===== src/hw/rtl/lr_pkg.sv =====
// lr_pkg: shared types and constants of the line rasterizer.
// Used by lr_ctrl, lr_datapath and line_rasterizer; no dependencies.
package lr_pkg;

    localparam int COORD_W = 8;
    localparam int PIX_W   = 6;
    localparam int INK_W   = 8;
    localparam int CFG_W   = 7;
    localparam int IDX_W   = 2;

    localparam logic [IDX_W-1:0] REG_MAP_WIDTH  = 2'd0;
    localparam logic [IDX_W-1:0] REG_MAP_HEIGHT = 2'd1;

    typedef struct packed {
        logic load;   // latch the command beat
        logic setup;  // range check and orientation
        logic step;   // advance one pixel along the major axis
    } lr_cmd_t;

    typedef struct packed {
        logic last;   // current result is the final one of the command
    } lr_status_t;

endpackage


===== src/hw/rtl/line_rasterizer.sv =====
// line_rasterizer: top level, joins lr_ctrl and lr_datapath.
// Depends on lr_pkg, lr_ctrl, lr_datapath.
//
//   channel   direction  handshake          payload
//   s_        in         s_valid/s_ready    start_x start_y end_x end_y ink
//   m_        out        m_valid/m_ready    pixel_x pixel_y pixel_ink bad_params last_pixel
//   cfg_      in         cfg_we             cfg_index cfg_data
//
// A command runs in order: the beat is taken, then range check and
// orientation, then N beats, one per pixel, N = |major delta| + 1 (N = 1 on error).
// The pixel stepper advances only when m_ready takes the current beat.
// s_ready is high only while no command is in flight.
// Reset is synchronous on aresetn; map registers return to 64.
module line_rasterizer #(
    parameter int MAP_DIM = 64
) (
    input  logic                                aclk,
    input  logic                                aresetn,
    input  logic                                cfg_we,
    input  logic [lr_pkg::IDX_W-1:0]            cfg_index,
    input  logic [lr_pkg::CFG_W-1:0]            cfg_data,
    input  logic                                s_valid,
    output logic                                s_ready,
    input  logic signed [lr_pkg::COORD_W-1:0]   s_start_x,
    input  logic signed [lr_pkg::COORD_W-1:0]   s_start_y,
    input  logic signed [lr_pkg::COORD_W-1:0]   s_end_x,
    input  logic signed [lr_pkg::COORD_W-1:0]   s_end_y,
    input  logic [lr_pkg::INK_W-1:0]            s_ink,
    output logic                                m_valid,
    input  logic                                m_ready,
    output logic [lr_pkg::PIX_W-1:0]            m_pixel_x,
    output logic [lr_pkg::PIX_W-1:0]            m_pixel_y,
    output logic [lr_pkg::INK_W-1:0]            m_pixel_ink,
    output logic                                m_bad_params,
    output logic                                m_last_pixel
);

    lr_pkg::lr_cmd_t    cmd;
    lr_pkg::lr_status_t status;

    lr_ctrl u_ctrl (
        .aclk    (aclk),
        .aresetn (aresetn),
        .s_valid (s_valid),
        .s_ready (s_ready),
        .m_valid (m_valid),
        .m_ready (m_ready),
        .status  (status),
        .cmd     (cmd)
    );

    lr_datapath #(
        .MAP_DIM (MAP_DIM)
    ) u_datapath (
        .aclk         (aclk),
        .aresetn      (aresetn),
        .cfg_we       (cfg_we),
        .cfg_index    (cfg_index),
        .cfg_data     (cfg_data),
        .s_start_x    (s_start_x),
        .s_start_y    (s_start_y),
        .s_end_x      (s_end_x),
        .s_end_y      (s_end_y),
        .s_ink        (s_ink),
        .cmd          (cmd),
        .status       (status),
        .m_pixel_x    (m_pixel_x),
        .m_pixel_y    (m_pixel_y),
        .m_pixel_ink  (m_pixel_ink),
        .m_bad_params (m_bad_params),
        .m_last_pixel (m_last_pixel)
    );

endmodule


===== src/hw/rtl/lr_ctrl.sv =====
// lr_ctrl: command sequencer of the line rasterizer.
// Depends on lr_pkg; drives lr_datapath through lr_cmd_t.
module lr_ctrl (
    input  logic               aclk,
    input  logic               aresetn,
    input  logic               s_valid,
    output logic               s_ready,
    output logic               m_valid,
    input  logic               m_ready,
    input  lr_pkg::lr_status_t status,
    output lr_pkg::lr_cmd_t    cmd
);

    localparam logic [1:0] S_IDLE  = 2'd0;
    localparam logic [1:0] S_SETUP = 2'd1;
    localparam logic [1:0] S_EMIT  = 2'd2;

    logic [1:0] state_reg;
    logic [1:0] state_next;

    assign s_ready = (state_reg == S_IDLE);
    assign m_valid = (state_reg == S_EMIT);

    always_comb begin
        state_next = state_reg;
        cmd.load   = 1'b0;
        cmd.setup  = 1'b0;
        cmd.step   = 1'b0;
        unique case (state_reg)
            S_IDLE: begin
                if (s_valid) begin
                    cmd.load   = 1'b1;
                    state_next = S_SETUP;
                end
            end
            S_SETUP: begin
                cmd.setup  = 1'b1;
                state_next = S_EMIT;
            end
            S_EMIT: begin
                if (m_ready) begin
                    if (status.last) begin
                        state_next = S_IDLE;
                    end else begin
                        cmd.step = 1'b1;
                    end
                end
            end
            default: begin
                state_next = S_IDLE;
            end
        endcase
    end

    always_ff @(posedge aclk) begin
        if (!aresetn) begin
            state_reg <= S_IDLE;
        end else begin
            state_reg <= state_next;
        end
    end

    a_accept_to_setup: assert property (@(posedge aclk) disable iff (!aresetn)
        (s_valid && s_ready) |=> (!s_ready && !m_valid))
        else $error("command beat not followed by setup");

    a_pixels_continue: assert property (@(posedge aclk) disable iff (!aresetn)
        (m_valid && m_ready && !status.last) |=> m_valid)
        else $error("line ended before last pixel");

    a_last_frees: assert property (@(posedge aclk) disable iff (!aresetn)
        (m_valid && m_ready && status.last) |=> (s_ready && !m_valid))
        else $error("not idle after last pixel");

    a_step_only_on_take: assert property (@(posedge aclk) disable iff (!aresetn)
        cmd.step |-> (m_valid && m_ready && !status.last))
        else $error("step without a taken beat");

endmodule


===== src/hw/rtl/lr_datapath.sv =====
// lr_datapath: map registers, command latch, range check and error-term stepper.
// Depends on lr_pkg; controlled by lr_ctrl.
module lr_datapath #(
    parameter int MAP_DIM = 64
) (
    input  logic                                aclk,
    input  logic                                aresetn,
    input  logic                                cfg_we,
    input  logic [lr_pkg::IDX_W-1:0]            cfg_index,
    input  logic [lr_pkg::CFG_W-1:0]            cfg_data,
    input  logic signed [lr_pkg::COORD_W-1:0]   s_start_x,
    input  logic signed [lr_pkg::COORD_W-1:0]   s_start_y,
    input  logic signed [lr_pkg::COORD_W-1:0]   s_end_x,
    input  logic signed [lr_pkg::COORD_W-1:0]   s_end_y,
    input  logic [lr_pkg::INK_W-1:0]            s_ink,
    input  lr_pkg::lr_cmd_t                     cmd,
    output lr_pkg::lr_status_t                  status,
    output logic [lr_pkg::PIX_W-1:0]            m_pixel_x,
    output logic [lr_pkg::PIX_W-1:0]            m_pixel_y,
    output logic [lr_pkg::INK_W-1:0]            m_pixel_ink,
    output logic                                m_bad_params,
    output logic                                m_last_pixel
);

    localparam logic [lr_pkg::CFG_W-1:0] DIM_LIM = lr_pkg::CFG_W'(MAP_DIM);

    logic [lr_pkg::CFG_W-1:0] map_width_reg;
    logic [lr_pkg::CFG_W-1:0] map_height_reg;

    logic signed [7:0] x0_reg, y0_reg, x1_reg, y1_reg;
    logic [7:0]        ink_reg;

    logic [5:0]        maj_reg, maj_next;
    logic [5:0]        min_reg, min_next;
    logic [5:0]        steps_left_reg, steps_left_next;
    logic signed [7:0] dmin2_reg, dmin2_next;
    logic [6:0]        dmaj2_reg, dmaj2_next;
    logic signed [8:0] err_reg, err_next;
    logic              x_major_reg, x_major_next;
    logic              bad_reg, bad_next;

    logic [6:0]        w_eff, h_eff;
    logic              in_range;
    logic signed [8:0] dx, dy, dmaj, dmin;
    logic [8:0]        adx, ady;
    logic              x_major;
    logic [5:0]        maj_a, min_a;
    logic signed [8:0] e_sum, dmaj2_s;

    assign w_eff = (map_width_reg  > DIM_LIM) ? DIM_LIM : map_width_reg;
    assign h_eff = (map_height_reg > DIM_LIM) ? DIM_LIM : map_height_reg;

    assign in_range = !x0_reg[7] && (x0_reg[6:0] < w_eff)
                   && !x1_reg[7] && (x1_reg[6:0] < w_eff)
                   && !y0_reg[7] && (y0_reg[6:0] < h_eff)
                   && !y1_reg[7] && (y1_reg[6:0] < h_eff);

    assign dx  = $signed({x1_reg[7], x1_reg}) - $signed({x0_reg[7], x0_reg});
    assign dy  = $signed({y1_reg[7], y1_reg}) - $signed({y0_reg[7], y0_reg});
    assign adx = dx[8] ? 9'(-dx) : 9'(dx);
    assign ady = dy[8] ? 9'(-dy) : 9'(dy);
    assign x_major = (adx >= ady) && (dx != 9'sd0);

    always_comb begin
        if (x_major) begin
            if (!dx[8]) begin
                maj_a = x0_reg[5:0]; min_a = y0_reg[5:0]; dmaj = dx;  dmin = dy;
            end else begin
                maj_a = x1_reg[5:0]; min_a = y1_reg[5:0]; dmaj = -dx; dmin = -dy;
            end
        end else begin
            if (!dy[8]) begin
                maj_a = y0_reg[5:0]; min_a = x0_reg[5:0]; dmaj = dy;  dmin = dx;
            end else begin
                maj_a = y1_reg[5:0]; min_a = x1_reg[5:0]; dmaj = -dy; dmin = -dx;
            end
        end
    end

    assign dmaj2_s = $signed({2'b00, dmaj2_reg});
    assign e_sum   = err_reg + $signed({dmin2_reg[7], dmin2_reg});

    always_comb begin
        maj_next        = maj_reg;
        min_next        = min_reg;
        steps_left_next = steps_left_reg;
        dmin2_next      = dmin2_reg;
        dmaj2_next      = dmaj2_reg;
        err_next        = err_reg;
        x_major_next    = x_major_reg;
        bad_next        = bad_reg;
        if (cmd.setup) begin
            bad_next        = !in_range;
            x_major_next    = x_major;
            maj_next        = maj_a;
            min_next        = min_a;
            steps_left_next = dmaj[5:0];
            dmaj2_next      = {dmaj[5:0], 1'b0};
            dmin2_next      = {dmin[6:0], 1'b0};
            err_next        = $signed({3'b000, dmaj[5:0]});
        end else if (cmd.step) begin
            maj_next        = maj_reg + 6'd1;
            steps_left_next = steps_left_reg - 6'd1;
            priority if (e_sum >= dmaj2_s) begin
                min_next = min_reg + 6'd1;
                err_next = e_sum - dmaj2_s;
            end else if (e_sum < 9'sd0) begin
                min_next = min_reg - 6'd1;
                err_next = e_sum + dmaj2_s;
            end else begin
                err_next = e_sum;
            end
        end
    end

    always_ff @(posedge aclk) begin
        if (!aresetn) begin
            map_width_reg  <= 7'd64;
            map_height_reg <= 7'd64;
        end else if (cfg_we) begin
            if (cfg_index == lr_pkg::REG_MAP_WIDTH) begin
                map_width_reg <= cfg_data;
            end else if (cfg_index == lr_pkg::REG_MAP_HEIGHT) begin
                map_height_reg <= cfg_data;
            end
        end
    end

    always_ff @(posedge aclk) begin
        if (cmd.load) begin
            x0_reg  <= s_start_x;
            y0_reg  <= s_start_y;
            x1_reg  <= s_end_x;
            y1_reg  <= s_end_y;
            ink_reg <= s_ink;
        end
        maj_reg        <= maj_next;
        min_reg        <= min_next;
        steps_left_reg <= steps_left_next;
        dmin2_reg      <= dmin2_next;
        dmaj2_reg      <= dmaj2_next;
        err_reg        <= err_next;
        x_major_reg    <= x_major_next;
        bad_reg        <= bad_next;
    end

    assign status.last  = bad_reg || (steps_left_reg == 6'd0);
    assign m_last_pixel = status.last;
    assign m_bad_params = bad_reg;
    assign m_pixel_x    = bad_reg ? 6'd0 : (x_major_reg ? maj_reg : min_reg);
    assign m_pixel_y    = bad_reg ? 6'd0 : (x_major_reg ? min_reg : maj_reg);
    assign m_pixel_ink  = bad_reg ? 8'd0 : ink_reg;

endmodule

===== config.mk =====
export PLATFORM = sky130hd
export DESIGN_NAME = line_rasterizer
export DESIGN_NICKNAME = d
export VERILOG_FILES = /design/src/hw/rtl/lr_pkg.sv /design/src/hw/rtl/line_rasterizer.sv /design/src/hw/rtl/lr_ctrl.sv /design/src/hw/rtl/lr_datapath.sv
export SDC_FILE = /design/constraint.sdc
export NUM_CORES = 1
export LEC_CHECK = 0
export BUFFER_PORTS_ARGS = -buffer_cell sky130_fd_sc_hd__buf_2
export CAP_MARGIN = 20
export CORE_ASPECT_RATIO = 0.5
export CORE_MARGIN = 3
export CORE_UTILIZATION = 58
export CTS_CLUSTER_SIZE = 30
export DETAILED_ROUTE_END_ITERATION = 10
export PLACE_DENSITY = 0.8
export SYNTH_ARGS = -nofsm -noshare
export SYNTH_HDL_FRONTEND = slang
export SYNTH_SLANG_ARGS = --single-unit

===== constraint.sdc =====
create_clock -name aclk -period 5.4 [get_ports aclk]
set_clock_uncertainty 0.05 [all_clocks]
set_input_delay 0.54 -clock aclk [delete_from_list [all_inputs] [get_ports aclk]]
set_output_delay 0.54 -clock aclk [all_outputs]
set_load 0.01 [all_outputs]

==> key figures, run 1 <==
Die
  • Core area: 0.01216 mm2
  • Ports: 78
  • Initial Utilization: 0.6096
  • Die X-Extent: roughly 170 um
  • Die Area: 0.01425 mm2
  • Die Y: 85.93 um
  • Rows: 28

Yosys
  • Post-synth top cells: edfxtp_1, ha_1, nor2_1, inv_1, a21oi_1
  • Main synth FF type: edfxtp_1
  • Share of the synthesized area in the top cell type: 0.3201
  • Synthesized area per cell: 9.650 um2
  • Xor-xnor portion of the synthesized cell area: 0.05673
  • EDFF count, synth: between 70 and 80
  • Complex-gate fraction of the synthesized area: 0.1400
  • Yosys reg bits: between 90 and 100
  • Mux contribution to synthesized area: 0.08492
  • Unique masters post-synth: 64
  • Ys async rst share: 0
  • Adder-cell area share of the yosys netlist: 0.1462
  • Post-Synth Simple-Gate Area: 0.1501
  • Syn nets: 905
  • Mapped cell area: 0.007411 mm2
  • Synth top area cells: edfxtp_1, ha_1, mux2i_1
  • Main combinational cell family by area after synthesis: simple AND/OR/NAND/NOR gates
  • Synthesized netlist cell count: 768
  • Synth area leader: edfxtp_1
  • Ys Warns: 0
  • Sequential area share after synthesis: 0.3714
  • Top-count cell post-synth: edfxtp_1

Global routing
  • First-pass GRT wire length: ~28000 um
  • Vias in the first global route: 5629
  • Total gr overflow: 0
  • Initial antenna violation count: 0
  • Largest net degree at the start of global routing: between 40 and 50
  • GRT Util Overall: 0.2441

Layout
  • Share of layout cells above drive strength 1: 0.1574
  • # diodes: 0
  • Final net count: around 980
  • Layout Area Growth over Synthesis: 11.50%
  • Filler Cell Count: around 900
  • Core Util, Final: 0.6797
  • Max FFs per register: 9
  • Final non-filler cell total: 1010
  • Non-Filler Cell Area, Final: 0.008263 mm2

Pwr
  • Psw: 1.813 mW
  • Comb pwr share: 0.588
  • Net Sw Frac: 0.4219
  • Clk network pwr share: 0.157
  • Int Power: about 2.5 mW
  • Reg power frac: 0.255
  • Pwr Density: 520.1 mW/mm2
  • Pleak: ~3.6 nW
  • Peak supply drop: between 300 and 400 uV

Run status
  • Status: finished clean

STA
  • Final period util: 0.9297
  • Final Setup Violations: 0
  • Crit path time final: between 5 and 6 ns
  • Setup Total Neg Slack: 0 ns
  • Final Hold Viols: 0
  • Hold Worst Slack: 0.3083 ns
  • Worst slew pin tran: 1.013 ns
  • Max-slew violation count: 0
  • Unrepaired setup endpoints after global routing: false
  • Peak Freq: 0.1992 GHz
  • Max_slew headroom: 0.3244

Routing
  • Drt pass-1 iters: 5
  • Via density: 5.805
  • Routed via count: 5863
  • DRC Markers: 0
  • DR iter-0 viols: 470
  • Routed length per instance: 17.10 um
  • Number of routed nets with antenna violations: 0
  • Overall routed net length: about 17000 um

Place
  • I/O Buffers: 77
  • RePlAce Congestion: 0.9386
  • Placed standard-cell area: 0.007948 mm2
  • Placed Cells: 994
  • Final HPWL from detailed placement: 13460 um

CTS
  • CTS-repair resized insts: 0
  • Clock slew at reported path FFs: 0.08 ns
  • H-tree depth: 3
  • CTS buffer count: 9
  • Postcts setup bufs: 0
  • Longest Clk Path Bufs: 2
  • Clk_lat worst skew: between 0.3 and 0.4 ns
  • Num Clock Sinks: 98
  • CTS tree: done
  • Hold_buf cts: 0
  • Root Buffer: clkbuf_16

Min path
  • Hold WC Path Type: in2reg
  • Hold worst-path end: u_datapath.x0_reg[4]
  • WHS Path Cells: 1
  • Hold Crit Start: s_start_x[4]

Worst setup path
  • Worst r2r dst: u_datapath.maj_reg[3]
  • Internal reg-to-reg setup slack: 0.38 ns
  • CP Data Required Time: 5.52 ns
  • Worst r2r src: u_datapath.x1_reg[0]
  • Critical path arrival: 5.14 ns
  • WS Path Type: reg2reg
  • Largest fanout on the critical path: 15
  • Worst Reg2Reg Path Length in Cells: 20
  • CP endpoint kind: flop
  • Critical path origin: u_datapath.x1_reg[0]
  • Startpoint Class: flop

Job
  • Max-Cap Viols: 0
## critical path: stages (launching register included)
cell	delay (ns)
edfxtp_1	0.43
inv_1	0.11
ha_1	0.16
inv_1	0.05
fa_1	0.39
a21o_1	0.19
a22o_1	0.21
o21ai_0	0.27
a31o_2	0.51
mux2i_1	0.28
inv_1	0.07
ha_1	0.19
a21oi_1	0.20
o21ai_0	0.13
nand4_1	0.12
a31oi_1	0.09
o21a_1	0.18
o22ai_2	0.37
buf_4	0.31
mux2_2	0.35
o21ai_0	0.18
## kinds of logic (layout without fill, tap and decap cells)
logic type / count (synthesis) / in the layout
simple gates: 226 / 226
buf+inv: 91 / 168
flops: 98 / 98
compound gates: 161 / 161
mux: 61 / 61
fa+ha+maj: 83 / 83
xor+xnor: 48 / 48
## metal layers
metal | track usage | share of wire
met5 | 0 | 0
met1 | 0.3389 | 0.47
met4 | 0.05811 | 0.014
met2 | 0.4048 | 0.46
met3 | 0.04236 | 0.057
## stage by stage
step | worst slack [ns] | power, mW
global placement | 0.5523 | 3.504
floorplan | 0.7371 | 3.103
detailed placement | 0.4838 | 3.587
finish | 0.3797 | 4.298
CTS | 0.4362 | 4.284
global route | 0.08664 | 4.621
## power groups by stage
stage,Combinational [mW],Sequential [mW],Clock [mW]
finish,2.53,1.10,0.673
global route,2.80,1.11,0.713
CTS,2.50,1.10,0.684
detailed placement,2.47,1.11,0
global placement,2.40,1.11,0
floorplan,2.03,1.07,0
## cells in the final DEF, fill, tap and decap left out, drive strengths merged, types with 19 or more instances in the layout
| master | n |
|---|---|
| mux2i | 46 |
| xnor2 | 35 |
| nand2 | 48 |
| ha | 77 |
| a21oi | 54 |
| inv | 66 |
| dfxtp | 19 |
| o21ai | 38 |
| buf | 87 |
| nor2b | 27 |
| nor2 | 73 |
| edfxtp | 79 |
## worst max path at each step
stage,endpoint,slack (ns)
3_3_place_gp,u_datapath.min_reg[5],0.55
6_report,u_datapath.maj_reg[3],0.38
5_1_grt,u_datapath.maj_reg[4],0.09
2_1_floorplan,u_datapath.min_reg[5],0.74
3_5_place_dp,u_datapath.min_reg[5],0.48
4_1_cts,u_datapath.min_reg[5],0.44
## layout make-up
| class | instances | area [um2] | share of cell area |
|---|---|---|---|
| sequential | 98 | 2753 | 0.3331 |
| timing repair buffer | 87 | 460.4 | 0.05572 |
| clock inverter | 6 | 65.06 | 0.007874 |
| clock buffer | 10 | 250.2 | 0.03028 |
| multi-input combinational | 579 | 4284 | 0.5185 |
| tap | 165 | 206.4 | 0.02498 |
| inverter | 65 | 244.0 | 0.02953 |
(Power assumes the default switching activity.)
==> run 2: changes to the inputs <==
==> constraint.sdc (replaced) <==
create_clock -name aclk -period 5.3 [get_ports aclk]
set_clock_uncertainty 0.05 [all_clocks]
set_input_delay 0.53 -clock aclk [delete_from_list [all_inputs] [get_ports aclk]]
set_output_delay 0.53 -clock aclk [all_outputs]
set_load 0.05 [all_outputs]
==> key figures, run 2 (synthesized netlist as in run 1, its figures left out) <==
Min path
  • Hold Crit Start: s_start_x[3]
  • Hold worst-path end: u_datapath.x0_reg[3]
  • Hold WC Path Type: in2reg
  • WHS Path Cells: 1 (unchanged)

Layout
  • Commonest non-fill, non-tap cell in the layout: edfxtp_1
  • Final net count: 976 (-0.10%)
  • Layout Area Growth over Synthesis: 11.28%
  • # diodes: 0 (unchanged)
  • Max FFs per register: 9 (unchanged)
  • Final non-filler cell total: 1009 (-0.099%)
  • Most frequent cells in the layout: edfxtp_1, ha_1, buf_2, nor2_1, inv_1
  • Share of layout cells above drive strength 1: 0.1564 (-0.0009983)

Routing
  • DR iter-0 viols: 361 (-23%)
  • Routed via count: 5842 (-0.36%)
  • Via density: 5.790 (-0.26%)
  • Number of routed nets with antenna violations: 0 (unchanged)
  • DRC Markers: 0 (unchanged)
  • Overall routed net length: 16770 um (-2.9%)
  • Drt pass-1 iters: 6 (+1)
  • Routed length per instance: 16.62 um (-2.8%)

CTS
  • Longest Clk Path Bufs: 2 (unchanged)
  • Num Clock Sinks: 98 (unchanged)
  • Root Buffer: clkbuf_16
  • Clk_lat worst skew: 0.36 ns (about the same)
  • Postcts setup bufs: 0 (unchanged)
  • Hold_buf cts: 0 (unchanged)
  • CTS tree: done
  • CTS buffer count: 9 (unchanged)
  • Clock slew at reported path FFs: 0.08 ns (about the same)
  • CTS-repair resized insts: 0 (unchanged)
  • H-tree depth: 3 (unchanged)

Worst setup path
  • Critical path arrival: 4.88 ns (-0.26 ns)
  • Worst Reg2Reg Path Length in Cells: 21 (+5.0%)
  • CP endpoint kind: flop
  • Startpoint Class: flop
  • Worst r2r src: u_datapath.err_reg[1]
  • Worst r2r dst: u_datapath.min_reg[5]
  • CP Data Required Time: 5.32 ns (-0.20 ns)
  • Largest fanout on the critical path: 8 (-7)
  • Internal reg-to-reg setup slack: 0.44 ns (+0.06 ns)
  • WS Path Type: reg2reg

Global routing
  • Initial antenna violation count: 0 (unchanged)
  • GRT Util Overall: 0.2358 (-0.008309)
  • First-pass GRT wire length: 27190 um (-2.8%)
  • Total gr overflow: 0 (unchanged)
  • Vias in the first global route: 5658 (+0.52%)
  • Largest net degree at the start of global routing: 41 (unchanged)

Place
  • RePlAce Congestion: 0.9306 (-0.85%)
  • I/O Buffers: 77 (unchanged)
  • Placed Cells: 993 (-0.10%)
  • Final HPWL from detailed placement: 13020 um (-3.2%)

Job
  • Max-Cap Viols: 0 (unchanged)

Die
  • Initial Utilization: 0.6096 (unchanged)
  • Die Area: 0.01425 mm2 (unchanged)
  • Rows: 28 (unchanged)
  • Core area: 0.01216 mm2 (unchanged)
  • Die X-Extent: 165.9 um (unchanged)
  • Die Y: 85.93 um (unchanged)
  • Ports: 78 (unchanged)

STA
  • Final Hold Viols: 0 (unchanged)
  • Peak Freq: 0.2058 GHz (+3.3%)
  • Max-slew violation count: 0 (unchanged)
  • Max_slew headroom: 0.3284 (+0.004048)
  • Crit path time final: 4.858 ns (-0.1621 ns)
  • Final period util: 0.9166 (-0.01305)
  • Unrepaired setup endpoints after global routing: false
  • Worst slew pin tran: 1.007 ns (-0.006071 ns)
  • Setup Total Neg Slack: 0 ns (unchanged)
  • Final Setup Violations: 0 (unchanged)

Run status
  • Status: finished clean

Pwr
  • Peak supply drop: 301.7 uV (-3.2%)
  • Pleak: 3.583 nW (-0.31%)
  • Pwr Density: 531.7 mW/mm2 (+2.2%)
-- run 2: how the worst max path moves through the flow --
stage,slack [ns],start,depth (start not counted),end
2_1_floorplan,0.64,u_datapath.err_reg[1],23,u_datapath.min_reg[5]
3_3_place_gp,0.64,u_datapath.err_reg[1],21,u_datapath.min_reg[5]
3_5_place_dp,0.51,u_datapath.err_reg[1],21,u_datapath.min_reg[5]
4_1_cts,0.44,u_datapath.err_reg[1],21,u_datapath.min_reg[5]
5_1_grt,0.13,u_datapath.err_reg[1],21,u_datapath.min_reg[5]
6_report,0.44,u_datapath.err_reg[1],21,u_datapath.min_reg[5]
-- run 2: where the power goes --
part | internal [mW] | switching (mW)
Combinational | 1.15 | 1.47
Sequential | 1.03 | 0.0851
Clock | 0.332 | 0.320
-- run 2: cell type report --
| type | instances | area, um2 |
|---|---|---|
| inverter | 65 | 244.0 |
| sequential | 98 | 2753 |
| clock inverter | 7 | 68.82 |
| fill | 904 | 3910 |
| multi-input combinational | 579 | 4284 |
| clock buffer | 9 | 225.2 |
| tap | 165 | 206.4 |
| timing repair buffer | 86 | 465.4 |
-- run 2: critical path, cell delays in order, from the launching register on --
cell	delay (ns)
edfxtp_1	0.36
ha_1	0.24
fa_1	0.42
a21o_1	0.18
a21oi_1	0.17
xnor2_1	0.19
ha_1	0.32
and2_1	0.15
a311o_1	0.37
a211oi_4	0.33
nand2b_4	0.13
and2_4	0.20
inv_1	0.15
ha_1	0.25
a21o_1	0.17
a21oi_1	0.21
o21bai_1	0.10
a21oi_1	0.21
xnor2_1	0.16
xnor2_1	0.08
nor2_1	0.09
a21oi_1	0.05
-- run 2: metal layers --
metal,part of all wire,global-route usage
met1,0.46,0.3198
met2,0.46,0.3940
met3,0.057,0.04512
met4,0.017,0.06340
met5,0,0
-- run 2: stage by stage --
step / cell area [um2] / util / setup WS [ns] / hold slack [ns] / power (mW)
after floorplan: 7411 / - / 0.6371 / 0.4127 / 3.207
after global placement: 7953 / 0.6542 / 0.6423 / 0.4355 / 3.630
after detailed placement: 7953 / 0.6542 / 0.5083 / 0.4433 / 3.712
after CTS: 8247 / 0.6784 / 0.4444 / 0.2886 / 4.378
after global routing: 8247 / 0.6784 / 0.1271 / 0.2817 / 4.719
final: 8247 / 0.6784 / 0.4418 / 0.2930 / 4.384
